## src/label_value_text_telemetry_parser_assert.svh

```systemverilog
// Assertion macros shared by the telemetry parser RTL.
// Depends on nothing; included by the files that carry assertions.
`ifndef LABEL_VALUE_TEXT_TELEMETRY_PARSER_ASSERT_SVH
`define LABEL_VALUE_TEXT_TELEMETRY_PARSER_ASSERT_SVH

// Same-cycle implication, off during reset.
`define LVTP_ASSERT_NOW(name, clk, rst, ante, cons) \
   name: assert property (@(posedge clk) disable iff (rst) (ante) |-> (cons)) \
      else $error("lvtp assertion failed");

// Next-cycle implication, off during reset.
`define LVTP_ASSERT_NEXT(name, clk, rst, ante, cons) \
   name: assert property (@(posedge clk) disable iff (rst) (ante) |=> (cons)) \
      else $error("lvtp assertion failed");

`endif

```

## src/lvtp_pkg.sv

```systemverilog
// Shared types, character codes, label table and helpers of the telemetry parser.
// Depends on nothing.
package lvtp_pkg;

   localparam int LABEL_TOTAL = 14;
   localparam int TABLE_CHARS = 4;

   localparam logic [7:0] CH_NUL   = 8'h00;
   localparam logic [7:0] CH_TAB   = 8'h09;
   localparam logic [7:0] CH_LF    = 8'h0A;
   localparam logic [7:0] CH_VT    = 8'h0B;
   localparam logic [7:0] CH_FF    = 8'h0C;
   localparam logic [7:0] CH_CR    = 8'h0D;
   localparam logic [7:0] CH_SPACE = 8'h20;
   localparam logic [7:0] CH_PLUS  = 8'h2B;
   localparam logic [7:0] CH_MINUS = 8'h2D;
   localparam logic [7:0] CH_ZERO  = 8'h30;
   localparam logic [7:0] CH_NINE  = 8'h39;
   localparam logic [7:0] CH_UA    = 8'h41;
   localparam logic [7:0] CH_UF    = 8'h46;
   localparam logic [7:0] CH_UX    = 8'h58;
   localparam logic [7:0] CH_LA    = 8'h61;
   localparam logic [7:0] CH_LF_HEX = 8'h66;
   localparam logic [7:0] CH_LX    = 8'h78;

   localparam logic [3:0] CODE_CURRENT = 4'd3;
   localparam logic [3:0] CODE_PID     = 4'd12;
   localparam logic [3:0] CODE_SERIAL  = 4'd13;

   // number reader phases
   localparam logic [2:0] PH_SKIP   = 3'd0;
   localparam logic [2:0] PH_SIGN   = 3'd1;
   localparam logic [2:0] PH_DIGITS = 3'd2;
   localparam logic [2:0] PH_STOP   = 3'd3;
   localparam logic [2:0] PH_ZERO   = 3'd4;
   localparam logic [2:0] PH_PREFIX = 3'd5;

   localparam logic [2:0] LABEL_LEN [LABEL_TOTAL] = '{
      3'd1, 3'd3, 3'd3, 3'd1, 3'd3, 3'd3, 3'd3,
      3'd3, 3'd3, 3'd3, 3'd2, 3'd2, 3'd3, 3'd4
   };

   localparam logic [7:0] LABEL_CHR [LABEL_TOTAL][TABLE_CHARS] = '{
      '{"V", 8'h00, 8'h00, 8'h00},
      '{"V", "P", "V", 8'h00},
      '{"P", "P", "V", 8'h00},
      '{"I", 8'h00, 8'h00, 8'h00},
      '{"H", "1", "9", 8'h00},
      '{"H", "2", "0", 8'h00},
      '{"H", "2", "1", 8'h00},
      '{"H", "2", "2", 8'h00},
      '{"H", "2", "3", 8'h00},
      '{"E", "R", "R", 8'h00},
      '{"C", "S", 8'h00, 8'h00},
      '{"F", "W", 8'h00, 8'h00},
      '{"P", "I", "D", 8'h00},
      '{"S", "E", "R", "#"}
   };

   typedef struct packed {
      logic       fire;
      logic [7:0] text_byte;
   } step_type;

   typedef struct packed {
      logic [3:0]         field_code;
      logic signed [31:0] field_value;
   } result_type;

   function automatic logic is_hex_code(input logic [3:0] code);
      return (code == CODE_PID) || (code == CODE_SERIAL);
   endfunction

   function automatic logic is_blank(input logic [7:0] c);
      return (c == CH_SPACE) || (c == CH_VT) || (c == CH_FF) || (c == CH_CR);
   endfunction

   // {valid, digit value}
   function automatic logic [4:0] digit_of(input logic [7:0] c, input logic hex);
      logic [7:0] t;
      t = 8'h00;
      if (c >= CH_ZERO && c <= CH_NINE) begin
         t = c - CH_ZERO;
         return {1'b1, t[3:0]};
      end
      if (hex && c >= CH_LA && c <= CH_LF_HEX) begin
         t = c - CH_LA + 8'd10;
         return {1'b1, t[3:0]};
      end
      if (hex && c >= CH_UA && c <= CH_UF) begin
         t = c - CH_UA + 8'd10;
         return {1'b1, t[3:0]};
      end
      return 5'd0;
   endfunction

endpackage

```

## src/lvtp_if.sv

```systemverilog
// Valid/ready channel interfaces of the telemetry parser: text bytes in, fields out.
// Depends on nothing.
interface lvtp_req_if;
   logic       valid;
   logic       ready;
   logic [7:0] text_byte;

   modport source (output valid, output text_byte, input ready);
   modport sink (input valid, input text_byte, output ready);
endinterface

interface lvtp_rsp_if;
   logic               valid;
   logic               ready;
   logic [3:0]         field_code;
   logic signed [31:0] field_value;

   modport source (output valid, output field_code, output field_value, input ready);
   modport sink (input valid, input field_code, input field_value, output ready);
endinterface

```

## src/label_value_text_telemetry_parser.sv

```systemverilog
// Channel   | Dir | Payload                        | Transfer when
// req_bus   | in  | text_byte[7:0]                 | valid && ready
// rsp_bus   | out | field_code[3:0], field_value   | valid && ready
//
// One byte per cycle sustained unless rsp_bus stalls: input register, parse logic,
// result register. A field enters the result register as its closing byte leaves
// the input register. Reset is synchronous and returns the parser to the start of
// a text at once. A stalled result holds the parse step; req_bus keeps taking bytes
// while the input register is empty or is being drained in the same cycle.
// Top level of the label/value telemetry parser; depends on lvtp_pkg, lvtp_if and
// the lvtp_in_reg, lvtp_parse_core and lvtp_out_reg modules.
module label_value_text_telemetry_parser #(
   parameter int LABEL_CHARS = 4
) (
   input logic         clock,
   input logic         reset,
   lvtp_req_if.sink    req_bus,
   lvtp_rsp_if.source  rsp_bus
);

   lvtp_pkg::step_type   step;
   lvtp_pkg::result_type result;
   lvtp_pkg::result_type rsp_data;
   logic                 emit;
   logic                 out_free;

   lvtp_in_reg u_in_reg (
      .clock         (clock),
      .reset         (reset),
      .req_valid     (req_bus.valid),
      .req_text_byte (req_bus.text_byte),
      .req_ready     (req_bus.ready),
      .out_free      (out_free),
      .step          (step)
   );

   lvtp_parse_core #(
      .LABEL_CHARS (LABEL_CHARS)
   ) u_core (
      .clock  (clock),
      .reset  (reset),
      .step   (step),
      .emit   (emit),
      .result (result)
   );

   lvtp_out_reg u_out_reg (
      .clock     (clock),
      .reset     (reset),
      .emit      (emit),
      .result    (result),
      .rsp_ready (rsp_bus.ready),
      .rsp_valid (rsp_bus.valid),
      .rsp_data  (rsp_data),
      .out_free  (out_free)
   );

   assign rsp_bus.field_code  = rsp_data.field_code;
   assign rsp_bus.field_value = rsp_data.field_value;

endmodule

```

## src/lvtp_in_reg.sv

```systemverilog
// Input register of the telemetry parser: holds one text byte until the core takes it.
// Depends on lvtp_pkg.
module lvtp_in_reg (
   input  logic              clock,
   input  logic              reset,
   input  logic              req_valid,
   input  logic [7:0]        req_text_byte,
   output logic              req_ready,
   input  logic              out_free,
   output lvtp_pkg::step_type step
);

   logic       valid_ff, valid_in;
   logic [7:0] byte_ff, byte_in;
   logic       fire;
   logic       accept;

   assign fire      = valid_ff && out_free;
   assign req_ready = !valid_ff || out_free;
   assign accept    = req_valid && req_ready;

   always_comb begin
      valid_in = valid_ff;
      byte_in  = byte_ff;
      if (accept) begin
         valid_in = 1'b1;
         byte_in  = req_text_byte;
      end else if (fire) begin
         valid_in = 1'b0;
      end
   end

   always_ff @(posedge clock) begin
      if (reset) begin
         valid_ff <= 1'b0;
      end else begin
         valid_ff <= valid_in;
      end
      byte_ff <= byte_in;
   end

   assign step.fire      = fire;
   assign step.text_byte = byte_ff;

endmodule

```

## src/lvtp_parse_core.sv

```systemverilog
// Token, label and number state of the telemetry parser; one byte per step.
// Depends on lvtp_pkg and the assertion macro header.
`include "label_value_text_telemetry_parser_assert.svh"

module lvtp_parse_core #(
   parameter int LABEL_CHARS = 4
) (
   input  logic                clock,
   input  logic                reset,
   input  lvtp_pkg::step_type  step,
   output logic                emit,
   output lvtp_pkg::result_type result
);

   localparam int CW = $clog2(LABEL_CHARS + 2);
   localparam int IW = $clog2(LABEL_CHARS);

   logic          inside_ff, inside_in;
   logic          expecting_ff, expecting_in;
   logic [3:0]    pending_ff, pending_in;
   logic [CW-1:0] count_ff, count_in;
   logic [31:0]   acc_ff, acc_in;
   logic          neg_ff, neg_in;
   logic [2:0]    phase_ff, phase_in;
   logic [7:0]    store_ff [LABEL_CHARS];

   logic          store_we;
   logic [IW-1:0] store_idx;
   logic          match_hit;
   logic [3:0]    match_code;
   logic          hex;
   logic [31:0]   value_signed;

   assign hex = lvtp_pkg::is_hex_code(pending_ff);

   // first table entry wins: scan downward so lower codes overwrite
   always_comb begin
      logic same;
      match_hit  = 1'b0;
      match_code = 4'd0;
      for (int i = lvtp_pkg::LABEL_TOTAL - 1; i >= 0; i--) begin
         same = (count_ff == CW'(lvtp_pkg::LABEL_LEN[i]));
         for (int k = 0; k < lvtp_pkg::TABLE_CHARS; k++) begin
            if (k < int'(lvtp_pkg::LABEL_LEN[i]) &&
                store_ff[k] != lvtp_pkg::LABEL_CHR[i][k]) begin
               same = 1'b0;
            end
         end
         if (same) begin
            match_hit  = 1'b1;
            match_code = 4'(i);
         end
      end
   end

   always_comb begin
      logic [7:0]    c;
      logic [31:0]   cur_acc;
      logic          cur_neg;
      logic [2:0]    cur_phase;
      logic [CW-1:0] cur_count;
      logic [4:0]    dg;
      logic [31:0]   scaled;
      logic [31:0]   taken;
      c         = step.text_byte;
      cur_acc   = acc_ff;
      cur_neg   = neg_ff;
      cur_phase = phase_ff;
      cur_count = count_ff;
      inside_in    = inside_ff;
      expecting_in = expecting_ff;
      pending_in   = pending_ff;
      count_in     = count_ff;
      acc_in       = acc_ff;
      neg_in       = neg_ff;
      phase_in     = phase_ff;
      store_we     = 1'b0;
      emit         = 1'b0;
      dg           = lvtp_pkg::digit_of(c, hex);
      scaled       = 32'd0;
      taken        = 32'd0;
      if (step.fire) begin
         if (c == lvtp_pkg::CH_NUL || c == lvtp_pkg::CH_LF || c == lvtp_pkg::CH_TAB) begin
            // close the current token
            if (inside_ff) begin
               inside_in = 1'b0;
               if (expecting_ff) begin
                  emit         = 1'b1;
                  expecting_in = 1'b0;
               end else if (match_hit) begin
                  pending_in   = match_code;
                  expecting_in = 1'b1;
               end
            end
            if (c == lvtp_pkg::CH_NUL) begin
               inside_in    = 1'b0;
               expecting_in = 1'b0;
            end
         end else begin
            if (!inside_ff) begin
               inside_in = 1'b1;
               if (expecting_ff) begin
                  cur_acc   = 32'd0;
                  cur_neg   = 1'b0;
                  cur_phase = lvtp_pkg::PH_SKIP;
               end else begin
                  cur_count = '0;
               end
            end
            if (expecting_ff) begin
               scaled = hex ? {cur_acc[27:0], 4'b0000}
                            : ({cur_acc[28:0], 3'b000} + {cur_acc[30:0], 1'b0});
               taken  = scaled + {28'd0, dg[3:0]};
               acc_in   = cur_acc;
               neg_in   = cur_neg;
               phase_in = cur_phase;
               unique case (cur_phase)
                  lvtp_pkg::PH_SKIP, lvtp_pkg::PH_SIGN: begin
                     if (cur_phase == lvtp_pkg::PH_SKIP && lvtp_pkg::is_blank(c)) begin
                        phase_in = cur_phase;
                     end else if (cur_phase == lvtp_pkg::PH_SKIP &&
                                  (c == lvtp_pkg::CH_PLUS || c == lvtp_pkg::CH_MINUS)) begin
                        neg_in   = (c == lvtp_pkg::CH_MINUS);
                        phase_in = lvtp_pkg::PH_SIGN;
                     end else if (hex && c == lvtp_pkg::CH_ZERO) begin
                        phase_in = lvtp_pkg::PH_ZERO;
                     end else if (dg[4]) begin
                        acc_in   = taken;
                        phase_in = lvtp_pkg::PH_DIGITS;
                     end else begin
                        phase_in = lvtp_pkg::PH_STOP;
                     end
                  end
                  lvtp_pkg::PH_ZERO: begin
                     if (c == lvtp_pkg::CH_LX || c == lvtp_pkg::CH_UX) begin
                        phase_in = lvtp_pkg::PH_PREFIX;
                     end else if (dg[4]) begin
                        acc_in   = taken;
                        phase_in = lvtp_pkg::PH_DIGITS;
                     end else begin
                        phase_in = lvtp_pkg::PH_STOP;
                     end
                  end
                  lvtp_pkg::PH_PREFIX, lvtp_pkg::PH_DIGITS: begin
                     if (dg[4]) begin
                        acc_in   = taken;
                        phase_in = lvtp_pkg::PH_DIGITS;
                     end else begin
                        phase_in = lvtp_pkg::PH_STOP;
                     end
                  end
                  default: begin
                     phase_in = lvtp_pkg::PH_STOP;
                  end
               endcase
            end else begin
               if (cur_count < CW'(LABEL_CHARS)) store_we = 1'b1;
               if (cur_count <= CW'(LABEL_CHARS)) count_in = cur_count + CW'(1);
               else count_in = cur_count;
            end
         end
      end
      store_idx = cur_count[IW-1:0];
   end

   always_ff @(posedge clock) begin
      if (reset) begin
         inside_ff    <= 1'b0;
         expecting_ff <= 1'b0;
         pending_ff   <= 4'd0;
         count_ff     <= '0;
         acc_ff       <= 32'd0;
         neg_ff       <= 1'b0;
         phase_ff     <= lvtp_pkg::PH_SKIP;
      end else begin
         inside_ff    <= inside_in;
         expecting_ff <= expecting_in;
         pending_ff   <= pending_in;
         count_ff     <= count_in;
         acc_ff       <= acc_in;
         neg_ff       <= neg_in;
         phase_ff     <= phase_in;
      end
      if (store_we) store_ff[store_idx] <= step.text_byte;
   end

   assign value_signed = neg_ff ? (~acc_ff + 32'd1) : acc_ff;

   assign result.field_code  = pending_ff;
   assign result.field_value = (pending_ff == lvtp_pkg::CODE_CURRENT)
                               ? value_signed : {16'd0, value_signed[15:0]};

   `LVTP_ASSERT_NOW(a_emit_from_value, clock, reset, emit, inside_ff && expecting_ff)
   `LVTP_ASSERT_NOW(a_code_range, clock, reset, emit, result.field_code <= 4'd13)
   `LVTP_ASSERT_NOW(a_narrow_fields, clock, reset,
      emit && result.field_code != lvtp_pkg::CODE_CURRENT, result.field_value[31:16] == 16'd0)
   `LVTP_ASSERT_NEXT(a_end_of_text, clock, reset,
      step.fire && step.text_byte == lvtp_pkg::CH_NUL, !inside_ff && !expecting_ff)

endmodule

```

## src/lvtp_out_reg.sv

```systemverilog
// Result register of the telemetry parser: holds one field until the sink takes it.
// Depends on lvtp_pkg.
module lvtp_out_reg (
   input  logic                 clock,
   input  logic                 reset,
   input  logic                 emit,
   input  lvtp_pkg::result_type result,
   input  logic                 rsp_ready,
   output logic                 rsp_valid,
   output lvtp_pkg::result_type rsp_data,
   output logic                 out_free
);

   logic                 valid_ff, valid_in;
   lvtp_pkg::result_type data_ff, data_in;

   assign out_free = !valid_ff || rsp_ready;

   always_comb begin
      valid_in = valid_ff;
      data_in  = data_ff;
      if (emit) begin
         valid_in = 1'b1;
         data_in  = result;
      end else if (rsp_ready) begin
         valid_in = 1'b0;
      end
   end

   always_ff @(posedge clock) begin
      if (reset) begin
         valid_ff <= 1'b0;
      end else begin
         valid_ff <= valid_in;
      end
      data_ff <= data_in;
   end

   assign rsp_valid = valid_ff;
   assign rsp_data  = data_ff;

endmodule
```

## src/flat_wrapper.sv

```systemverilog
// flat-port wrapper written by rule: the top's interface ports become plain ports
module label_value_text_telemetry_parser_flat 
#(
   parameter int LABEL_CHARS = 4
)
  (clock, reset, req_bus_valid, req_bus_text_byte, req_bus_ready, rsp_bus_valid, rsp_bus_field_code, rsp_bus_field_value, rsp_bus_ready);
  lvtp_req_if req_bus_i ();
  lvtp_rsp_if rsp_bus_i ();
  input logic clock;
  input logic reset;
  input wire logic [$bits(req_bus_i.valid)-1:0] req_bus_valid;
  input wire logic [$bits(req_bus_i.text_byte)-1:0] req_bus_text_byte;
  output wire logic [$bits(req_bus_i.ready)-1:0] req_bus_ready;
  output wire logic [$bits(rsp_bus_i.valid)-1:0] rsp_bus_valid;
  output wire logic [$bits(rsp_bus_i.field_code)-1:0] rsp_bus_field_code;
  output wire logic [$bits(rsp_bus_i.field_value)-1:0] rsp_bus_field_value;
  input wire logic [$bits(rsp_bus_i.ready)-1:0] rsp_bus_ready;
  assign req_bus_i.valid = req_bus_valid;
  assign req_bus_i.text_byte = req_bus_text_byte;
  assign req_bus_ready = req_bus_i.ready;
  assign rsp_bus_valid = rsp_bus_i.valid;
  assign rsp_bus_field_code = rsp_bus_i.field_code;
  assign rsp_bus_field_value = rsp_bus_i.field_value;
  assign rsp_bus_i.ready = rsp_bus_ready;
  label_value_text_telemetry_parser #(.LABEL_CHARS(LABEL_CHARS)) u_core (.clock(clock), .reset(reset), .req_bus(req_bus_i), .rsp_bus(rsp_bus_i));
endmodule
```

## config.mk

```make
export PLATFORM = sky130hd
export DESIGN_NAME = label_value_text_telemetry_parser_flat
export DESIGN_NICKNAME = d
export VERILOG_FILES = /design/src/lvtp_pkg.sv /design/src/lvtp_if.sv /design/src/label_value_text_telemetry_parser.sv /design/src/lvtp_in_reg.sv /design/src/lvtp_parse_core.sv /design/src/lvtp_out_reg.sv /design/src/flat_wrapper.sv
export VERILOG_INCLUDE_DIRS = /design/src /design/src/src
export SDC_FILE = /design/constraint.sdc
export NUM_CORES = 1
export LEC_CHECK = 0
export BUFFER_PORTS_ARGS = -buffer_cell sky130_fd_sc_hd__buf_2
export CORE_ASPECT_RATIO = 0.8
export CORE_MARGIN = 5
export CORE_UTILIZATION = 55
export DETAILED_ROUTE_END_ITERATION = 8
export GPL_TIMING_DRIVEN = 0
export PLACE_DENSITY = 0.78
export SETUP_SLACK_MARGIN = 0.1
export SLEW_MARGIN = 20
export SYNTH_ARGS = -nofsm -noshare
export SYNTH_HDL_FRONTEND = slang
export SYNTH_SLANG_ARGS = --single-unit
```

## constraint.sdc

```tcl
create_clock -name clock -period 5.4 [get_ports clock]
set_input_delay 0.81 -clock clock [delete_from_list [all_inputs] [get_ports clock]]
set_output_delay 0.81 -clock clock [all_outputs]
set_load 0.1 [all_outputs]
```

* After elaboration in Yosys (flattened, before gate mapping) *
Memories as Yosys holds them, arrays and structs flattened.
Index checks and enable logic that the tools add are counted.

storage, ports and cells
  word-level logic and storage cells = 235
  memories = 1
  register bits = 91
  output and inout port bits = 38
  input bits = 12
  memory bits (writable) = 32

operators by class
  $lt $le $gt $ge = 8
  mux-type cells = 121
  reduce and logical (&&, ||, !) cells = 33
  equal/unequal tests = 47
  bitwise gates (word level) = 3
  add/sub/neg operators = 9

memories
  name                    depth  width  rd ports  clocked after Yosys merged registers in  wr ports  line                   source
  u_core.u_core.store_ff  4      8      4         0                                        1         lvtp_parse_core.sv:25  logic [7:0] store_ff [LABEL_CHARS];

operator list
  cell                   count
  $mux 32                11
  $ne 8x7->1 const B     17
  $pmux 32 s3            1
  $mux 1                 73
  $ne 8x6->1 const B     8
  $mux 4                 14
  $eq 8x4->1 const B     5
  $mux 3                 13
  $add 32x1->32 const B  1
  $add 32x32->32         1
  $add 32x4->32          1
  $eq 8x6->1 const B     4
  $not 32->32            1
  $mux 5                 6
  $eq 8x7->1 const B     2
  $ge 8x7->1 const B     2
  $le 8x7->1 const B     2
  $sub 4x1->4 const B    3
  $logic_and 1x1->1      10
  $logic_or 1x1->1       10
  $eq 3x2->1 const B     3
  $eq 3x3->1 const B     3
  $pmux 3 s3             1
  $reduce_and 3->1       3
  other kinds (17)       26

* Logic depth before layout (Yosys ltp) *
Gate-level depths: netlist of run 1.
An unclocked memory read counts as a cell.

  depth in word-level cells = 24
  mapped depth = 21
  gate-level depth less buffers = 19

* By module *
A second synthesis of run 1 with hierarchy kept.

unflattened totals
  cells, all modules = 1096
  area total of the unflattened synthesis = 9442.8 sq um

modules (own cells, without submodules)
  module           times used  area each (sq um)  cells an instance  sequential area each (sq um)
  lvtp_parse_core  1           8005.2             1041               1861.8
  lvtp_out_reg     1           1127.3             40                 1101.1
  lvtp_in_reg      1           310.3              15                 260.2

* Least setup slack after synthesis of run 1 *
OpenSTA, ideal clock, no wires.

  path type = reg2reg
  from = register u_core.u_core.inside_ff
  to = register u_core.u_core.acc_ff[30]
  stages on the path, launching flop included = 21
  path buffers = 5
  period minus slack after synthesis = 4.833 ns
  required time = 5.283 ns
  arrival = 4.716 ns
  setup slack = 0.567 ns
  library setup time = 0.117 ns
  cell sequence = dfxtp_1 > nand2b_1 > clkbuf_1 > clkbuf_1 > clkbuf_1 > clkbuf_1 > clkbuf_1 > nand2_1 > inv_1 > ha_1 > a211oi_1 > o31a_1 > o211ai_1 > and3_1 > o311a_1 > nor3_1 > a31oi_2 > nor4b_4 > nand4_1 > xnor2_1 > a22o_1

on the way
  word-level cells in the longest chain between the ends = 11
  elaborated cells between the ends (all ways) = 24
  those cells by class = add/sub: 2; eq/ne: 4; mux: 13; reduce/logical: 5

ends and longest elaborated chain
  item                    line                                                                    source
  from (decl)             lvtp_parse_core.sv:18                                                   logic inside_ff, inside_in;
  from (signal assigned)  lvtp_parse_core.sv:176                                                  inside_ff <= inside_in;
  $mux 32                 lvtp_parse_core.sv:100                                                  if (!inside_ff) begin
  $mux 32                 lvtp_parse_core.sv:83                                                   if (c == lvtp_pkg::CH_NUL || c == lvtp_pkg::CH_LF || c == lvtp_pkg::CH_TAB) begin
  $mux 32                 lvtp_parse_core.sv:82                                                   if (step.fire) begin
  $add 32x32->32          lvtp_parse_core.sv:112                                                  : ({cur_acc[28:0], 3'b000} + {cur_acc[30:0], 1'b0});
  $mux 32                 lvtp_parse_core.sv:111                                                  scaled = hex ? {cur_acc[27:0], 4'b0000}
  $add 32x4->32           lvtp_parse_core.sv:113                                                  taken = scaled + {28'd0, dg[3:0]};
  $mux 32                 lvtp_parse_core.sv:127, lvtp_parse_core.sv:137, lvtp_parse_core.sv:145
  $mux 32                 lvtp_parse_core.sv:125                                                  end else if (hex && c == lvtp_pkg::CH_ZERO) begin
  $mux 32                 lvtp_parse_core.sv:121                                                  end else if (cur_phase == lvtp_pkg::PH_SKIP &&
  $mux 32                 lvtp_parse_core.sv:119                                                  if (cur_phase == lvtp_pkg::PH_SKIP && lvtp_pkg::is_blank(c)) begin
  $pmux 32 s3 (*)         lvtp_parse_core.sv:117                                                  unique case (cur_phase)
  to (signal assigned)    lvtp_parse_core.sv:180                                                  acc_ff <= acc_in;
  to (decl)               lvtp_parse_core.sv:22                                                   logic [31:0] acc_ff, acc_in;

Mark *: on every way between the ends. The rest lies on a longest branch, timed or not. The select of a mux whose other input is x is not followed.
A chain may end at the register's enable or synchronous reset.

* Final worst setup path of run 1 *
  from = register u_core.u_core.inside_ff
  to = register u_core.u_core.acc_ff[27]

Same word-level chain as after synthesis.

==> reports/metrics.sh, run 1 <==
OUTCOME='complete, no violations'
CELL_AREA_AFTER_PLACEMENT_UM2=9680
P_CLK_SHARE_PCT=51.4
FIN_CRIT_NS=5.17
PLACE_CONGESTION=0.988
ANTENNA_VIOLATING_NETS_POST_ROUTE=0
MAX-CAP-VIOLATIONS=0
INITIAL_UTILIZATION_PCT=55.7
WORST-SLEW-PIN-TRANSITION_NS=0.851
WORSTREG2REGSTART='u_core.u_core.inside_ff'
IO_PINS=50
WORSTREGTOREGCELLS=19
PATH_CLK_SLEW_NS=0.06
HOLDPATHEND='u_core.u_out_reg.rsp_data[32]'
PLACEDCELLCOUNT=1341
ANTENNA_FOUND_INITIAL=0
P_INT_mW=1.76
POWER_PER_CELL_AREA_nW_PER_UM2=213
HIGHEST_COUNT_CELLS_IN_THE_LAYOUT_IGNORING_FILL_AND_TAPS='sky130_fd_sc_hd__nor2_1 (118), sky130_fd_sc_hd__nand2_1 (85), sky130_fd_sc_hd__edfxtp_1 (76)'
SETUP_VIOL=0
DETAILEDROUTE.FIRSTPASSITERATIONCOUNT=5
BUFFER_PORTS.INSERTED=48
NUM-NETS-FINAL=1191
RELSLEWSLACK_PCT=41.8
TIMING.FINAL.MAX_SLEW_VIOLATIONS=0
SEQ_POWER_SHARE_PCT=46.2
WIRE_LENGTH_PER_CELL_AFTER_DETAILED_ROUTING_UM=18.9
END_KIND='register'
SYNTHESIS.INSTANCES=1073
VIAS=8673
FP.COREAREA_UM2=16400
POST-ROUTE-CELL-AREA_UM2=10400
SYNTHESIS.AREA_UM2=9170
GRT_FIRST_PASS_WIRELENGTH_MM=42.5
DESIGN_POWER_TOTAL_mW=2.22
PWR-SHARE-COMB_PCT=2.3
YS_TYPES=89
ASYNCSETRESETFLOPFRACSYNTH_PCT=0
GLOBAL_ROUTE.OVERFLOW_TOTAL=0
POST_SYNTH.CELL_AREA_AVG_UM2=8.54
SYNTH-EDFF-COUNT=76
CTS_ROOT_CELL='sky130_fd_sc_hd__clkbuf_16'
LAYOUT-DRIVE-GT1-SHARE_PCT=12.1
ROWS=42
DIE_Y_UM=125
HTREE_LEVELS=4
WORST-PATH-MAX-FANOUT=19
SYNTH_TOP_FLOP_CELL='sky130_fd_sc_hd__edfxtp_1'
HOLD_VIOL=0
TRITONCTS='yes'
CLOCK_LATENCY_NS=0.42
GRT_OVERALL_USAGE_PCT=27.0
NUMBER_OF_GLOBAL_ROUTE_VIAS_BEFORE_REPAIR=7999
FMAX_MHz=193
CP_DATA_ARRIVAL_TIME_NS=5.48
FLOW.AREA_GROWTH_FROM_SYNTHESIS_PCT=13.6
WORSTPATHREQUIRED_NS=5.71
SYN-NUM-NETS=1121
PERIOD_SHARE_PCT=95.8
CELLLEAKAGEPOWER_nW=4.21
FILLCELLCOUNT=1358
NUM_ANTENNA_CELLS=0
FINALNONFILLERCELLS=1376
TOTAL_CLOCK_BUFFERS_CREATED_BY_CTS=17
POST-ROUTE-DRC-COUNT=0
RSZ0062_AT_GRT='no'
STARTPOINT_TYPE='register'
TOTAL_SWITCHING_POWER_mW=0.461
YOSYSSEQAREASHARE_PCT=35.2
WL_MM=26.0
AREA_OF_THE_DIE_UM2=19400
HOLD_PATH.STARTPOINT='u_core.u_core.pending_ff[0]'
IR_DROP_mV=0.199
DPL.HPWL_MM=19.9
FINCLKSKEW_NS=0.0148
TIMING.SETUP.TNS_NS=0
FF2FF_SETUP_SLACK_NS=0.23
ROUTE.DETAILED.VIAS_PER_INST=6.30
CTS_NUM_SINKS=123
FIRST_ITER_VIOLATIONS=1041
GRT_MAX_DEGREE=37
CLOCK_PATH_BUFFERS=2
SWITCHING_SHARE_PCT=20.8
FINAL_COMMON_CELL='sky130_fd_sc_hd__nor2_1'
SYNTHESIS.YOSYS.WARNINGS=0
SYNTH_SEQ_CELLS=123
HOLD_PATH_CLASS='reg -> reg'
REGTOREGENDPOINT='u_core.u_core.acc_ff[27]'
WORST_HOLD_PATH.NUM_CELLS=0
CHIPWIDTH_UM=154
SETUP.WORST_PATH.CLASS='reg -> reg'
## repair_timing
| item | in CTS | in global routing |
|---|---|---|
| buffers inserted | 0 | 5 |
| endpoints found under the hold margin | 0 | 0 |
| resized for setup | 12 | 15 |
| endpoints found under the setup margin | 25 | 17 |
| hold buffers | 0 | 0 |
| pin swaps | 0 | 4 |
## layout make-up
cell class                 count  area [µm²]  share of cell area [%]
buffer                        62         279                    2.68
clock buffer                  19         443                    4.25
timing repair buffer          53         278                    2.67
inverter                      34         128                    1.23
tap                          220         275                    2.64
sequential                   123        3220                    30.9
multi-input combinational    852        5640                    54.1
clock inverter                13         151                    1.45
## power groups by stage
stage          Clock (mW)  Sequential, mW  Combinational, mW
2_1_floorplan           0            1.03             0.0361
3_3_place_gp            0            1.04             0.0493
3_5_place_dp            0            1.04             0.0507
4_1_cts              1.15            1.02             0.0509
5_1_grt              1.19            1.02             0.0588
6_report             1.14            1.02             0.0518
## metal layers
metal  vias up  GRT usage, %  part of all wire, %
met5         -             0                    0
met4         0          6.13                  1.0
met3        31          7.53                   12
met2       459          36.6                   40
met1      4052          42.2                   47
li1       4131             -                    -
## state kept, by name, indices dropped and copies added (netlist names)
register / cells
u_core.u_out_reg.rsp_data: 36
u_core.u_core.acc_ff: 32
u_core.u_core.neg_ff: 1
u_core.u_core.count_ff: 3
u_core.u_in_reg.byte_ff: 8
u_core.u_out_reg.rsp_valid: 1
u_core.u_core.pending_ff: 4
u_core.u_core.phase_ff: 3
u_core.u_in_reg.valid_ff: 1
u_core.u_core.inside_ff: 1
u_core.u_core.expecting_ff: 1
u_core.u_core.store_ff: 32
## how the worst max path moves through the flow
stage / from / endpoint / depth (start not counted)
2_1_floorplan: u_core.u_core.inside_ff / u_core.u_core.acc_ff[30] / 20
3_3_place_gp: u_core.u_core.inside_ff / u_core.u_core.acc_ff[30] / 20
3_5_place_dp: u_core.u_core.inside_ff / u_core.u_core.acc_ff[29] / 20
4_1_cts: u_core.u_core.pending_ff[1] / u_core.u_core.acc_ff[30] / 18
5_1_grt: u_core.u_core.inside_ff / u_core.u_core.acc_ff[29] / 20
6_report: u_core.u_core.inside_ff / u_core.u_core.acc_ff[27] / 19
## critical path: stages (launching register included)
cell and delay [ns]:
sky130_fd_sc_hd__dfxtp_1 0.42, sky130_fd_sc_hd__nand2b_2 0.22, sky130_fd_sc_hd__clkbuf_4 0.24, sky130_fd_sc_hd__clkbuf_8 0.24, sky130_fd_sc_hd__clkbuf_2 0.26, sky130_fd_sc_hd__clkbuf_4 0.27, sky130_fd_sc_hd__nand2_1 0.16, sky130_fd_sc_hd__inv_1 0.15
sky130_fd_sc_hd__ha_1 0.26, sky130_fd_sc_hd__a211oi_2 0.24, sky130_fd_sc_hd__o31a_1 0.29, sky130_fd_sc_hd__o211ai_1 0.23, sky130_fd_sc_hd__and3_1 0.23, sky130_fd_sc_hd__o311a_1 0.36, sky130_fd_sc_hd__nor3_2 0.25, sky130_fd_sc_hd__a31oi_2 0.22
sky130_fd_sc_hd__nor4b_4 0.41, sky130_fd_sc_hd__nand4_1 0.16, sky130_fd_sc_hd__xor2_1 0.19, sky130_fd_sc_hd__a22o_1 0.24
## stage by stage
| step | hold WS, ns | setup WS (ns) | util (%) |
|---|---|---|---|
| finish | 0.498 | 0.228 | 63.3 |
| detailed placement | 0.479 | -1.18 | 58.9 |
| floorplan | 0.430 | 0.567 | - |
| global placement | 0.465 | -1.20 | 58.9 |
| CTS | 0.503 | 0.101 | 62.7 |
| global route | 0.516 | 0.0616 | 63.3 |
## synthesized netlist by cell type, drive strengths merged, types with 13 or more instances
| master | n | area [µm²] |
|---|---|---|
| buf | 24 | 114 |
| nor4 | 16 | 121 |
| nand3 | 45 | 225 |
| ha | 34 | 425 |
| nand2 | 86 | 325 |
| edfxtp | 76 | 2280 |
| inv | 34 | 128 |
| and3 | 13 | 81.3 |
| dfxtp | 47 | 941 |
| a21oi | 58 | 290 |
| a211oi | 25 | 193 |
| and2 | 27 | 169 |
| o31ai | 16 | 125 |
| clkbuf | 40 | 150 |
| nor3 | 31 | 160 |
| xor2 | 43 | 377 |
| xnor2 | 39 | 342 |
| nand4 | 16 | 100 |
| o21ai | 62 | 314 |
| nor2 | 119 | 463 |
| nand2b | 19 | 119 |
| a21o | 16 | 120 |
## cell families (layout without fill, tap and decap cells)
| family | Yosys count | after routing | share of synthesized area (%) |
|---|---|---|---|
| DFF | 123 | 123 | 35.2 |
| and+or+nand+nor | 440 | 440 | 25.4 |
| buffers and inverters | 98 | 181 | 4.27 |
| AOI/OAI and AO/OA | 286 | 286 | 21.4 |
| xor gates and xnor gates | 82 | 82 | 7.84 |
| adders and majority gates | 36 | 36 | 5.08 |
| muxes | 8 | 8 | 0.874 |
Note: power is estimated with default switching activity, not from simulation.
==> run 2, diff against run 1 <==
==> constraint.sdc (replaced) <==
create_clock -name clock -period 4.8 [get_ports clock]
set_input_delay 0.72 -clock clock [delete_from_list [all_inputs] [get_ports clock]]
set_output_delay 0.72 -clock clock [all_outputs]
set_load 0.1 [all_outputs]
==> reports/metrics.sh, run 2 (same netlist as run 1, synthesis figures left out) <==
FIN_CRIT_NS=4.63
CELLLEAKAGEPOWER_nW=4.30
POWER_PER_CELL_AREA_nW_PER_UM2=228
GRT_MAX_DEGREE=37
CTS-HOLD-FIX-BUFFERS=0
RELSLEWSLACK_PCT=39.8
DESIGN_POWER_TOTAL_mW=2.44
POST-ROUTE-CELL-AREA_UM2=10700
SEQ_POWER_SHARE_PCT=47.2
GRT_FIRST_PASS_WIRELENGTH_MM=41.8
WORSTPATHREQUIRED_NS=5.14
MAX-CAP-VIOLATIONS=0
NUM_ANTENNA_CELLS=0
WORST-SLEW-PIN-TRANSITION_NS=0.880
CELL_AREA_AFTER_PLACEMENT_UM2=9680
TOTAL_SWITCHING_POWER_mW=0.527
TRITONCTS='yes'
FP.COREAREA_UM2=16400
AREA_OF_THE_DIE_UM2=19400
CRITICAL_PATH.MAX_STAGE_DELAY_NS=0.53
HOLD_PATH_CLASS='in -> reg'
HOLD_PATH.STARTPOINT='req_bus_text_byte[0]'
CHIPWIDTH_UM=154
DPL.HPWL_MM=20.0
P_INT_mW=1.91
CLOCK_LATENCY_NS=0.42
SETUP.WORST_PATH.CLASS='reg -> reg'
CTS_ROOT_CELL='sky130_fd_sc_hd__clkbuf_16'
PWR-SHARE-COMB_PCT=2.4
RSZ0062_AT_GRT='no'
PLACE_CONGESTION=0.977
CRITICAL_PATH.MOST_COMMON_CELL='sky130_fd_sc_hd__buf_8'
FINALNONFILLERCELLS=1385
PERIOD_SHARE_PCT=96.6
VIAS=8904
HTREE_LEVELS=4
CRITICAL_PATH.CELL_CHAIN='nand2b_4 -> buf_8 -> buf_8 -> clkbuf_8 -> buf_8 -> and2_1 -> ha_1 -> a31oi_1 -> o211ai_1 -> buf_4 -> o2bb2ai_1 -> a21oi_1 -> and2_1 -> nand4_1 -> nor4_1 -> xnor2_1 -> nand2_1 -> a21oi_1'
SWITCHING_SHARE_PCT=21.6
WORST-PATH-MAX-FANOUT=10
TOTAL_CLOCK_BUFFERS_CREATED_BY_CTS=17
OUTCOME='complete, no violations'
BUFFER_PORTS.INSERTED=48
CRITPATHSLOWESTCELL='sky130_fd_sc_hd__nor4_1'
WIRE_LENGTH_PER_CELL_AFTER_DETAILED_ROUTING_UM=19.1
ANTENNA_VIOLATING_NETS_POST_ROUTE=0
DIE_Y_UM=125
STARTPOINT_TYPE='register'
ANTENNA_FOUND_INITIAL=0
IO_PINS=50
NUM-NETS-FINAL=1200
INITIAL_UTILIZATION_PCT=55.7
GRT_OVERALL_USAGE_PCT=26.5
ROUTE.DETAILED.VIAS_PER_INST=6.43
DETAILEDROUTE.FIRSTPASSITERATIONCOUNT=6
TIMING.FINAL.MAX_SLEW_VIOLATIONS=0
FINCLKSKEW_NS=0.00881
NUMBER_OF_GLOBAL_ROUTE_VIAS_BEFORE_REPAIR=7833
SETUP_VIOL=0
HOLD_VIOL=0
LAYOUT-DRIVE-GT1-SHARE_PCT=14.8
LARGEST_REGISTER_FFS=36
GLOBAL_ROUTE.OVERFLOW_TOTAL=0
WORSTREG2REGSTART='u_core.u_core.inside_ff'
CP_DATA_ARRIVAL_TIME_NS=4.97
FINAL_COMMON_CELL='sky130_fd_sc_hd__nor2_1'
ROWS=42
CLOCK_PATH_BUFFERS=2
CRITPATHBUFINV=5
CPLARGESTDELAYFAMILY='simple AND/OR/NAND/NOR gates'
POST-ROUTE-DRC-COUNT=0
PATH_CLK_SLEW_NS=0.05
FMAX_MHz=216
IR_DROP_mV=0.247
FIRST_ITER_VIOLATIONS=1183
CTS_NUM_SINKS=123
P_CLK_SHARE_PCT=50.4
END_KIND='register'
SETUP.WORST_PATH.START='u_core.u_core.inside_ff'
WL_MM=26.5
HIGHEST_COUNT_CELLS_IN_THE_LAYOUT_IGNORING_FILL_AND_TAPS='sky130_fd_sc_hd__nor2_1 (118), sky130_fd_sc_hd__nand2_1 (84), sky130_fd_sc_hd__edfxtp_1 (76)'
FLOW.AREA_GROWTH_FROM_SYNTHESIS_PCT=16.6
PLACEDCELLCOUNT=1341
run 2: cell count changes in the layout (fill, tap and decap cells not counted), moves of 3 or more:
cell	previous run	this run
sky130_fd_sc_hd__buf_4	6	15
sky130_fd_sc_hd__clkbuf_1	34	29
sky130_fd_sc_hd__buf_8	0	4
sky130_fd_sc_hd__a211oi_4	0	3
sky130_fd_sc_hd__ha_1	34	31
run 2: final cells by class:
type                            instances  area (µm²)
Buffer                                 62         332
Fill cell                            1313        5760
Inverter                               34         130
Timing Repair Buffer                   62         345
Multi-Input combinational cell        852        5810
Sequential cell                       123        3230
Tap cell                              220         275
Clock buffer                           17         425
Clock inverter                         15         150
run 2: metal layers:
metal  track usage [%]  share of wire (%)  vias to the layer above  routed length, µm
li1                  -                  -                     4153                  -
met1              42.0                 46                     4191              12300
met2              36.7                 40                      524              10700
met3              5.73                 12                       36               3150
met4              5.97                1.3                        0                352
met5                 0                  0                        -                  0
run 2: power groups by stage:
stage	clock network, mW	registers [mW]	logic, mW
after detailed placement	0	1.17	0.0569
final	1.23	1.15	0.0589
after CTS	1.24	1.15	0.0575
after floorplan	0	1.16	0.0406
after global routing	1.29	1.15	0.0653
after global placement	0	1.17	0.0554
run 2: timing repair:
action / 4_1_cts / 5_1_grt
endpoints found under the setup margin: 26 / 17
resized for setup: 44 / 37
pin swaps: 10 / 14
buffers inserted: 7 / 7
run 2: path summary, 6_finish.rpt:
kind	to	slack, ns	depth (start not counted)
max reg2reg	u_core.u_core.acc_ff[21]	0.17	18
min reg2reg	u_core.u_out_reg.rsp_data[32]	0.49	0
min	u_core.u_in_reg.byte_ff[0]	0.48	1
max	u_core.u_core.acc_ff[21]	0.17	18
run 2: through the flow:
stage / hold slack, ns / setup slack [ns] / util [%] / setup TNS (ns)
2_1_floorplan: 0.430 / 0.116 / - / 0
3_3_place_gp: 0.465 / -1.51 / 58.9 / -27.18
3_5_place_dp: 0.459 / -1.49 / 58.9 / -26.51
4_1_cts: 0.464 / 0.102 / 63.9 / 0
5_1_grt: 0.466 / 0.0966 / 65.0 / 0
6_report: 0.479 / 0.165 / 65.0 / 0
